==> src/rtl/core/debug_breakpoint_slot_manager_macros.svh <==
// Assertion helpers for the breakpoint slot manager.
`ifndef DEBUG_BREAKPOINT_SLOT_MANAGER_MACROS_SVH
`define DEBUG_BREAKPOINT_SLOT_MANAGER_MACROS_SVH

// Same-cycle implication, checked outside reset.
`define DBSM_ASSERT_IMPL(label, ante, cons) \
  label: assert property (@(posedge clk_i) disable iff (!rst_ni) (ante) |-> (cons)) \
    else $error("dbsm assertion failed");

// Next-cycle implication, checked outside reset.
`define DBSM_ASSERT_NEXT(label, ante, cons) \
  label: assert property (@(posedge clk_i) disable iff (!rst_ni) (ante) |=> (cons)) \
    else $error("dbsm assertion failed");

`endif

==> src/rtl/core/dbsm_pkg.sv <==
package dbsm_pkg;

  localparam int unsigned HwSlotsDef = 4;
  localparam int unsigned SwSlotsDef = 16;

  localparam logic ActAdd    = 1'b0;
  localparam logic ActRemove = 1'b1;

  localparam logic [2:0] BpSoft   = 3'd0;
  localparam logic [2:0] BpHwExec = 3'd1;
  localparam logic [2:0] BpWrite  = 3'd2;
  localparam logic [2:0] BpRead   = 3'd3;
  localparam logic [2:0] BpAccess = 3'd4;

  localparam logic [1:0] StatOk      = 2'd0;
  localparam logic [1:0] StatMissing = 2'd1;
  localparam logic [1:0] StatFull    = 2'd2;

  typedef struct packed {
    logic        action;
    logic [2:0]  bp_type;
    logic [63:0] address;
    logic [3:0]  length;
  } req_t;

  typedef struct packed {
    logic [1:0]  status;
    logic [63:0] slot0_address;
    logic [63:0] slot1_address;
    logic [63:0] slot2_address;
    logic [63:0] slot3_address;
    logic [31:0] dr7_image;
    logic        debug_enable;
    logic        step_enable;
    logic        use_soft_bp;
    logic        use_hard_bp;
  } rsp_t;

  typedef struct packed {
    logic [3:0] len;
    logic [2:0] kind;
  } hw_attr_t;

  typedef struct packed {
    logic [63:0] addr;
    hw_attr_t    attr;
  } hw_entry_t;

  // Scan token travelling along the software cells.
  typedef struct packed {
    logic tok;
    logic found;
    logic free;
  } sw_link_t;

  typedef struct packed {
    logic tok;
    logic found;
  } hw_link_t;

  typedef struct packed {
    logic insert;
    logic clear;
  } sw_cmd_t;

  typedef struct packed {
    logic insert;
    logic remove;
  } hw_cmd_t;

  function automatic logic [1:0] dr7_len_enc(input logic [3:0] len);
    logic [1:0] code;
    unique case (len)
      4'd2:    code = 2'd1;
      4'd4:    code = 2'd3;
      4'd8:    code = 2'd2;
      default: code = 2'd0;
    endcase
    return code;
  endfunction

  // There is no read-only watch, so a read watch uses the read-or-write code.
  function automatic logic [1:0] dr7_kind_enc(input logic [2:0] kind);
    logic [1:0] code;
    unique case (kind) inside
      BpWrite:          code = 2'd1;
      BpRead, BpAccess: code = 2'd3;
      default:          code = 2'd0;
    endcase
    return code;
  endfunction

endpackage

==> src/rtl/core/dbsm_sw_cell.sv <==
module dbsm_sw_cell (
  input  logic              clk_i,
  input  logic              rst_ni,
  input  dbsm_pkg::req_t    key_i,
  input  dbsm_pkg::sw_cmd_t cmd_i,
  input  dbsm_pkg::sw_link_t link_i,
  output dbsm_pkg::sw_link_t link_o
);

  logic        valid_q;
  logic [63:0] addr_q;
  logic [3:0]  len_q;
  logic        hit_mark_q;
  logic        free_mark_q;
  logic        tok_q;
  logic        found_q;
  logic        free_q;
  logic        hit;

  assign hit = valid_q && (addr_q == key_i.address) && (len_q == key_i.length);

  always_ff @(posedge clk_i or negedge rst_ni) begin
    if (!rst_ni) begin
      valid_q     <= 1'b0;
      hit_mark_q  <= 1'b0;
      free_mark_q <= 1'b0;
      tok_q       <= 1'b0;
      found_q     <= 1'b0;
      free_q      <= 1'b0;
    end else begin
      tok_q <= link_i.tok;
      if (link_i.tok) begin
        // Only the first match and the first free entry along the row are marked.
        hit_mark_q  <= hit && !link_i.found;
        free_mark_q <= !valid_q && !link_i.free;
        found_q     <= link_i.found || hit;
        free_q      <= link_i.free || !valid_q;
      end
      if (cmd_i.insert && free_mark_q) begin
        valid_q <= 1'b1;
      end else if (cmd_i.clear && hit_mark_q) begin
        valid_q <= 1'b0;
      end
    end
  end

  always_ff @(posedge clk_i) begin
    if (cmd_i.insert && free_mark_q) begin
      addr_q <= key_i.address;
      len_q  <= key_i.length;
    end
  end

  assign link_o = '{tok: tok_q, found: found_q, free: free_q};

endmodule

==> src/rtl/core/dbsm_hw_cell.sv <==
module dbsm_hw_cell (
  input  logic                clk_i,
  input  logic                rst_ni,
  input  dbsm_pkg::req_t      key_i,
  input  logic                occ_i,
  input  dbsm_pkg::hw_cmd_t   cmd_i,
  input  dbsm_pkg::hw_link_t  link_i,
  output dbsm_pkg::hw_link_t  link_o,
  input  dbsm_pkg::hw_entry_t left_i,
  input  dbsm_pkg::hw_entry_t right_i,
  output dbsm_pkg::hw_entry_t entry_o
);

  dbsm_pkg::hw_entry_t entry_q;
  logic                shift_q;
  logic                tok_q;
  logic                found_q;
  logic                hit;

  assign hit = occ_i && (entry_q.addr == key_i.address) && (entry_q.attr.len == key_i.length);

  always_ff @(posedge clk_i or negedge rst_ni) begin
    if (!rst_ni) begin
      shift_q <= 1'b0;
      tok_q   <= 1'b0;
      found_q <= 1'b0;
    end else begin
      tok_q <= link_i.tok;
      if (link_i.tok) begin
        // Cells from the matching one onwards pull from the right to close the gap.
        shift_q <= link_i.found || hit;
        found_q <= link_i.found || hit;
      end
    end
  end

  always_ff @(posedge clk_i) begin
    if (cmd_i.insert) begin
      entry_q <= left_i;
    end else if (cmd_i.remove && shift_q) begin
      entry_q <= right_i;
    end
  end

  assign link_o  = '{tok: tok_q, found: found_q};
  assign entry_o = entry_q;

endmodule

==> src/rtl/core/debug_breakpoint_slot_manager.sv <==
// Channel   Direction  Handshake               Payload
// in        request    in_valid_i / in_stall_o  in_req_i   (dbsm_pkg::req_t)
// out       result     out_valid_o / out_stall_i out_rsp_o (dbsm_pkg::rsp_t)
// cfg       write      cfg_valid_i / cfg_ready_o cfg_data_i (single_step)
//
// From acceptance until its result is loaded, a request waits on the scan token,
// which walks each row of cells one cell per cycle; the longer row decides.
// Reset empties both tables and clears single_step; no clearing pass is needed.
// A waiting result does not block the next request, but a finished request
// holds in its last step until the output register is free.
`include "debug_breakpoint_slot_manager_macros.svh"

module debug_breakpoint_slot_manager #(
  parameter int unsigned HW_SLOTS = dbsm_pkg::HwSlotsDef,
  parameter int unsigned SW_SLOTS = dbsm_pkg::SwSlotsDef
) (
  input  logic           clk_i,
  input  logic           rst_ni,
  input  logic           in_valid_i,
  output logic           in_stall_o,
  input  dbsm_pkg::req_t in_req_i,
  output logic           out_valid_o,
  input  logic           out_stall_i,
  output dbsm_pkg::rsp_t out_rsp_o,
  input  logic           cfg_valid_i,
  output logic           cfg_ready_o,
  input  logic           cfg_data_i
);

  localparam int unsigned HwCntW = $clog2(HW_SLOTS + 1);
  localparam int unsigned SwCntW = $clog2(SW_SLOTS + 1);

  typedef enum logic [2:0] {
    StIdle,
    StLaunch,
    StScan,
    StCommit,
    StBuild
  } state_e;

  state_e            state_q;
  dbsm_pkg::req_t    key_q;
  logic              single_step_q;
  logic [HwCntW-1:0] hw_used_q;
  logic [SwCntW-1:0] sw_cnt_q;
  logic              sw_done_q, sw_found_q, sw_free_q;
  logic              hw_done_q, hw_found_q;
  logic [1:0]        status_q;
  dbsm_pkg::sw_cmd_t sw_cmd_q;
  dbsm_pkg::hw_cmd_t hw_cmd_q;
  logic              out_valid_q;
  dbsm_pkg::rsp_t    rsp_q;

  dbsm_pkg::sw_link_t  sw_link [SW_SLOTS+1];
  dbsm_pkg::hw_link_t  hw_link [HW_SLOTS+1];
  dbsm_pkg::hw_entry_t hw_ent  [HW_SLOTS];
  dbsm_pkg::hw_entry_t key_ent;
  logic [HW_SLOTS-1:0] occ;

  logic [63:0] slot_addr [4];
  logic [31:0] slot_dr7  [4];

  logic        is_sw, is_hw, hw_full, load_out;
  logic [1:0]  status_d;
  dbsm_pkg::sw_cmd_t sw_cmd_d;
  dbsm_pkg::hw_cmd_t hw_cmd_d;
  dbsm_pkg::rsp_t    rsp_d;
  logic [31:0] dr7_d;
  logic        sw_any, hard;

  assign in_stall_o  = (state_q != StIdle);
  assign cfg_ready_o = 1'b1;
  assign out_valid_o = out_valid_q;
  assign out_rsp_o   = rsp_q;

  assign key_ent = '{addr: key_q.address, attr: '{len: key_q.length, kind: key_q.bp_type}};

  // The scan token enters the first cell of each row in the launch cycle.
  assign sw_link[0] = '{tok: (state_q == StLaunch), found: 1'b0, free: 1'b0};
  assign hw_link[0] = '{tok: (state_q == StLaunch), found: 1'b0};

  for (genvar i = 0; i < SW_SLOTS; i++) begin : g_sw
    dbsm_sw_cell u_cell (
      .clk_i  (clk_i),
      .rst_ni (rst_ni),
      .key_i  (key_q),
      .cmd_i  (sw_cmd_q),
      .link_i (sw_link[i]),
      .link_o (sw_link[i+1])
    );
  end

  for (genvar i = 0; i < HW_SLOTS; i++) begin : g_hw
    assign occ[i] = (hw_used_q > HwCntW'(i));
    dbsm_hw_cell u_cell (
      .clk_i   (clk_i),
      .rst_ni  (rst_ni),
      .key_i   (key_q),
      .occ_i   (occ[i]),
      .cmd_i   (hw_cmd_q),
      .link_i  (hw_link[i]),
      .link_o  (hw_link[i+1]),
      .left_i  ((i == 0) ? key_ent : hw_ent[(i == 0) ? 0 : i - 1]),
      .right_i ((i == HW_SLOTS - 1) ? hw_ent[i] : hw_ent[(i == HW_SLOTS - 1) ? i : i + 1]),
      .entry_o (hw_ent[i])
    );
  end

  for (genvar n = 0; n < 4; n++) begin : g_slot
    if (n < HW_SLOTS) begin : g_used
      always_comb begin
        slot_addr[n] = '0;
        slot_dr7[n]  = '0;
        if (occ[n]) begin
          slot_addr[n]              = hw_ent[n].addr;
          slot_dr7[n][2*n+1]        = 1'b1;
          slot_dr7[n][16+4*n +: 2]  = dbsm_pkg::dr7_kind_enc(hw_ent[n].attr.kind);
          slot_dr7[n][18+4*n +: 2]  = dbsm_pkg::dr7_len_enc(hw_ent[n].attr.len);
        end
      end
    end else begin : g_none
      assign slot_addr[n] = '0;
      assign slot_dr7[n]  = '0;
    end
  end

  assign sw_any = (sw_cnt_q != '0);
  assign hard   = (hw_used_q != '0);

  always_comb begin
    dr7_d = '0;
    if (hard) begin
      dr7_d[9]  = 1'b1;
      dr7_d[10] = 1'b1;
      for (int n = 0; n < 4; n++) begin
        dr7_d = dr7_d | slot_dr7[n];
      end
    end
    rsp_d = '{
      status:        status_q,
      slot0_address: slot_addr[0],
      slot1_address: slot_addr[1],
      slot2_address: slot_addr[2],
      slot3_address: slot_addr[3],
      dr7_image:     dr7_d,
      debug_enable:  single_step_q || sw_any || hard,
      step_enable:   single_step_q,
      use_soft_bp:   sw_any,
      use_hard_bp:   hard
    };
  end

  // Outcome of the request once both rows have been scanned.
  assign is_sw   = (key_q.bp_type == dbsm_pkg::BpSoft);
  assign is_hw   = (key_q.bp_type >= dbsm_pkg::BpHwExec) &&
                   (key_q.bp_type <= dbsm_pkg::BpAccess);
  assign hw_full = (hw_used_q == HwCntW'(HW_SLOTS));

  always_comb begin
    status_d = dbsm_pkg::StatMissing;
    sw_cmd_d = '0;
    hw_cmd_d = '0;
    if (is_sw) begin
      if (key_q.action == dbsm_pkg::ActAdd) begin
        if (sw_found_q) begin
          status_d = dbsm_pkg::StatOk;
        end else if (sw_free_q) begin
          status_d        = dbsm_pkg::StatOk;
          sw_cmd_d.insert = 1'b1;
        end else begin
          status_d = dbsm_pkg::StatFull;
        end
      end else if (sw_found_q) begin
        status_d       = dbsm_pkg::StatOk;
        sw_cmd_d.clear = 1'b1;
      end
    end else if (is_hw) begin
      if (key_q.action == dbsm_pkg::ActAdd) begin
        if (hw_found_q) begin
          status_d = dbsm_pkg::StatOk;
        end else if (hw_full) begin
          status_d = dbsm_pkg::StatFull;
        end else begin
          status_d        = dbsm_pkg::StatOk;
          hw_cmd_d.insert = 1'b1;
        end
      end else if (hw_found_q) begin
        status_d        = dbsm_pkg::StatOk;
        hw_cmd_d.remove = 1'b1;
      end
    end
  end

  assign load_out = (state_q == StBuild) && (!out_valid_q || !out_stall_i);

  always_ff @(posedge clk_i or negedge rst_ni) begin
    if (!rst_ni) begin
      state_q       <= StIdle;
      key_q         <= '0;
      single_step_q <= 1'b0;
      hw_used_q     <= '0;
      sw_cnt_q      <= '0;
      sw_done_q     <= 1'b0;
      sw_found_q    <= 1'b0;
      sw_free_q     <= 1'b0;
      hw_done_q     <= 1'b0;
      hw_found_q    <= 1'b0;
      status_q      <= dbsm_pkg::StatOk;
      sw_cmd_q      <= '0;
      hw_cmd_q      <= '0;
      out_valid_q   <= 1'b0;
      rsp_q         <= '0;
    end else begin
      if (cfg_valid_i && cfg_ready_o) begin
        single_step_q <= cfg_data_i;
      end

      if (load_out) begin
        out_valid_q <= 1'b1;
        rsp_q       <= rsp_d;
      end else if (out_valid_q && !out_stall_i) begin
        out_valid_q <= 1'b0;
      end

      unique case (state_q)
        StIdle: begin
          if (in_valid_i) begin
            key_q   <= in_req_i;
            state_q <= StLaunch;
          end
        end
        StLaunch: begin
          sw_done_q <= 1'b0;
          hw_done_q <= 1'b0;
          state_q   <= StScan;
        end
        StScan: begin
          if (sw_link[SW_SLOTS].tok) begin
            sw_done_q  <= 1'b1;
            sw_found_q <= sw_link[SW_SLOTS].found;
            sw_free_q  <= sw_link[SW_SLOTS].free;
          end
          if (hw_link[HW_SLOTS].tok) begin
            hw_done_q  <= 1'b1;
            hw_found_q <= hw_link[HW_SLOTS].found;
          end
          if (sw_done_q && hw_done_q) begin
            status_q <= status_d;
            sw_cmd_q <= sw_cmd_d;
            hw_cmd_q <= hw_cmd_d;
            state_q  <= StCommit;
          end
        end
        StCommit: begin
          if (sw_cmd_q.insert) begin
            sw_cnt_q <= sw_cnt_q + SwCntW'(1);
          end else if (sw_cmd_q.clear) begin
            sw_cnt_q <= sw_cnt_q - SwCntW'(1);
          end
          if (hw_cmd_q.insert) begin
            hw_used_q <= hw_used_q + HwCntW'(1);
          end else if (hw_cmd_q.remove) begin
            hw_used_q <= hw_used_q - HwCntW'(1);
          end
          sw_cmd_q <= '0;
          hw_cmd_q <= '0;
          state_q  <= StBuild;
        end
        StBuild: begin
          if (load_out) begin
            state_q <= StIdle;
          end
        end
        default: begin
          state_q <= StIdle;
        end
      endcase
    end
  end

  `DBSM_ASSERT_IMPL(a_hw_used_range, 1'b1, hw_used_q <= HwCntW'(HW_SLOTS))
  `DBSM_ASSERT_IMPL(a_one_cmd, 1'b1, $onehot0({sw_cmd_q, hw_cmd_q}))
  `DBSM_ASSERT_IMPL(a_load_from_build, $rose(out_valid_q), $past(state_q == StBuild))
  `DBSM_ASSERT_IMPL(a_hard_matches_dr7, out_valid_q, rsp_q.use_hard_bp == (rsp_q.dr7_image != '0))

endmodule
==> config.mk <==
export PLATFORM = sky130hd
export DESIGN_NAME = debug_breakpoint_slot_manager
export DESIGN_NICKNAME = d
export VERILOG_FILES = /design/src/rtl/core/dbsm_pkg.sv /design/src/rtl/core/dbsm_sw_cell.sv /design/src/rtl/core/dbsm_hw_cell.sv /design/src/rtl/core/debug_breakpoint_slot_manager.sv
export VERILOG_INCLUDE_DIRS = /design/src /design/src/rtl/core
export SDC_FILE = /design/constraint.sdc
export NUM_CORES = 2
export LEC_CHECK = 0
export BUFFER_PORTS_ARGS = -buffer_cell sky130_fd_sc_hd__buf_2
export CORE_MARGIN = 10
export CORE_UTILIZATION = 47
export DETAILED_ROUTE_END_ITERATION = 8
export HOLD_SLACK_MARGIN = 0.08
export PLACE_DENSITY = 0.63
export SYNTH_ARGS = -nofsm -noshare
export SYNTH_HDL_FRONTEND = slang
export SYNTH_HIERARCHICAL = 1
export SYNTH_SLANG_ARGS = --single-unit
==> constraint.sdc <==
create_clock -name clk_i -period 3.8 [get_ports clk_i]
set_input_delay 0.57 -clock clk_i [delete_from_list [all_inputs] [get_ports clk_i]]
set_output_delay 0.57 -clock clk_i [all_outputs]
set_load 0.01 [all_outputs]
==> flow_summary.toml <==
[yosys]
synth_area_leaders = "edfxtp_1 (51%), dfrtp_1 (15%), xnor2_1 (11%), mux2_2 (4.9%), nand4_1 (2.0%)"
yosys_warnings = 6
muxShareOfSynthArea_pct = 5.31
ys.flop_type = "edfxtp_1"
synth_edf_count = 1372
synthTopCellsByCount = "edfxtp_1 (1372), xnor2_1 (1039), dfrtp_1 (481), mux2_2 (352), nand2_1 (348)"
synth_top_family_by_area = "XOR/XNOR gates"
synth-adder-area-share_pct = 0.166
syn_area_per_cell_um2 = 14.6
synth_xor_area_share_pct = 12.2
synth-simple-area-share_pct = 8.60
ys_ff_latch = 1853
synth_top_area_share_pct = 51.4
seq_area_frac_synth_pct = 66.5
syn_inst = 5493
synthArstFlopShare_pct = 26.0
synth-compound-area-share_pct = 4.99
netlist_area_mm2 = 0.0801
synth_area_leader_cell = "edfxtp_1"
ys_types = 62
synth_most_common_cell = "edfxtp_1"

[critical_path]
r2r_start = "key_ent[56]$_DFFE_PN0P_"
crit_required_ns = 4.54
crit_type = "reg2reg"
critical_path.max_fanout = 26
worstPathArrival_ns = 3.35
reg2reg_slack_ns = 1.19
endpoint_kind = "register"
startpoint_type = "register"
worstSetupStartpoint = "key_ent[56]$_DFFE_PN0P_"

[clock_tree]
cts_root_buf = "clkbuf_16"
cts_buffer_depth = 3
cts_buffers = 187
cts_tree = "yes"
cts_setup_buffers = 0
clk_pin_slew_ns = 0.06
cts-htree-levels = 4
numClockSinks = 1853
cts_resized = 0
postCtsHoldBufs = 74
clk_latency_ns = 0.84

[timing]
fmax_mhz = 384
finalCritPeriodShare_pct = 68.6
fin_crit_ns = 2.61
slew_violations = 0
max_slew_margin_pct = 17.4
hold_viol = 0
holdWs_ns = 0.136
fin_ws_ns = 1.19
rsz0062_at_grt = "false"
finClkSkew_ns = 0.0307
setup-violations-final = 0
finalSetupTns_ns = 0
tightest_slew_ns = 1.24

[placed_design]
port_buffers = 363
dpl_cell_area_mm2 = 0.0861
place_congestion = 1.01
dp_slack_ns = 1.19
hpwl_um = 161000

[power]
ir_drop_mv = 0.529
leakagePower_nw = 33.6
power_density_mw_per_mm2 = 793
total_power_mw = 73.9

[routing]
ant_nets = 0
viasPerCell = 5.67
dr.pass1.iters = 6
first_iter_violations = 3994
drt-total-wl_um = 234000
drc = 0
wl_per_cell_um = 27.4
vias = 48500

[die]
dieArea_mm2 = 0.187
rows = 151
die_y_um = 433
initial_core_util_pct = 47.3
dieWidth_um = 433
core_mm2 = 0.169
ios = 375

[finish]
final_cell_area_mm2 = 0.0932
finalNetCount = 6262
syn_to_final_growth_pct = 16.4
drive_gt1_share_pct = 21.5
fillers = 13600

[global_route]
groute.usage.overall_pct = 24.6
grt_pass1_vias = 47900
grt_overflow = 0
grt_pass1_wl_um = 341000
grt_max_degree = 175
antenna_found_initial = 7

[flow_run]
max_cap_violations = 0

[hold_path]
min-delay-start = "in_req_i[16]"
hold_class = "in2reg"

[outcome]
outcome = "complete, no violations"
[final timing paths]
kind | end | cells past startpoint
worst max-delay path | g_sw[1].u_cell/found_q$_DFFE_PN0P_ | 6
worst min-delay path | key_ent[19]$_DFFE_PN0P_ | 2
worst max register to register | g_sw[1].u_cell/found_q$_DFFE_PN0P_ | 6
worst min register to register | g_hw[1].u_cell/tok_q$_DFF_PN0_ | 0
max in group asynchronous | key_ent[46]$_DFFE_PN0P_ | 3
min in group asynchronous | out_rsp_o[246]$_DFFE_PN0P_ | 2
[per-stage QoR]
step | util (%) | std cells
2_1_floorplan | - | 5507
3_3_place_gp | 50.8 | 8129
3_5_place_dp | 50.8 | 8129
4_1_cts | 55.0 | 8554
5_1_grt | 55.0 | 8555
6_report | 55.0 | 8555
[area by class of cell]
type	instances	area (µm²)	share of cell area (%)
diodes	1	2.50	0.00269
clock buffers	258	5310	5.70
clock inverters	93	1030	1.10
inverters	197	739	0.793
multi-input cells	3270	25200	27.0
flip-flops and latches	1853	53300	57.2
well taps	2218	2780	2.98
repair buffers	665	4850	5.21
[cell usage in the layout (no fill, tap or decap), types with 70 or more instances in the layout]
master         count
a2111o_1          72
a22o_1           129
buf_2            362
buf_4            182
clkbuf_16        196
dfrtp_1          412
dlygate4sd3_1     74
edfxtp_1        1372
inv_1            180
mux2_2           352
nand2_1          346
nand2b_1         122
nand3_1          168
nand4_1          262
nor2_1            70
nor2b_1          157
xnor2_1         1039
xor2_1            75
[report_power, final]
part	internal [mW]	switching [mW]	total (mW)
Clock	11.2	7.83	19.0
Sequential	26.7	6.33	33.0
Combinational	9.54	12.4	21.9
Total	47.4	26.5	73.9
[cell families (layout without fill, tap and decap cells)]
group                      Yosys count  in the layout
adders and majority gates           10             10
and+or+nand+nor                   1270           1270
AOI/OAI and AO/OA                  480            480
xor gates and xnor gates          1114           1114
buffers and inverters              384           1213
DFF                               1853           1853
muxes                              380            380
other                                2             17
[sequential cells by signal, summed over array words and instances (netlist names), 5 cells and up]
signal                   count
g_sw.u_cell/free_q          16
g_sw.u_cell/valid_q         16
g_sw.u_cell/len_q           64
g_sw.u_cell/found_q         16
key_ent                     71
sw_cnt_q                     5
g_sw.u_cell/free_mark_q     16
g_sw.u_cell/hit_mark_q      16
g_sw.u_cell/addr_q        1024
g_sw.u_cell/tok_q           16
g_hw.u_cell/entry_o        284
out_rsp_o                  281
[worst max-delay path: stages (launching register included)]
cell and delay [ns]:
dfrtp_2 0.87, buf_4 0.38, nor2b_1 0.08, a2111o_1 0.34, nor4_1 0.41, nand4_1 0.21, o21ai_1 0.20
[routing by layer]
layer | part of all wire (%) | vias to the layer above | track usage, %
met2 | 48 | 1630 | 39.6
met1 | 42 | 25000 | 32.7
met3 | 5.7 | 366 | 3.96
met5 | 0.0055 | - | 0
met4 | 4.8 | 2 | 11.3
li1 | - | 21500 | -
(Power assumes the default switching activity.)
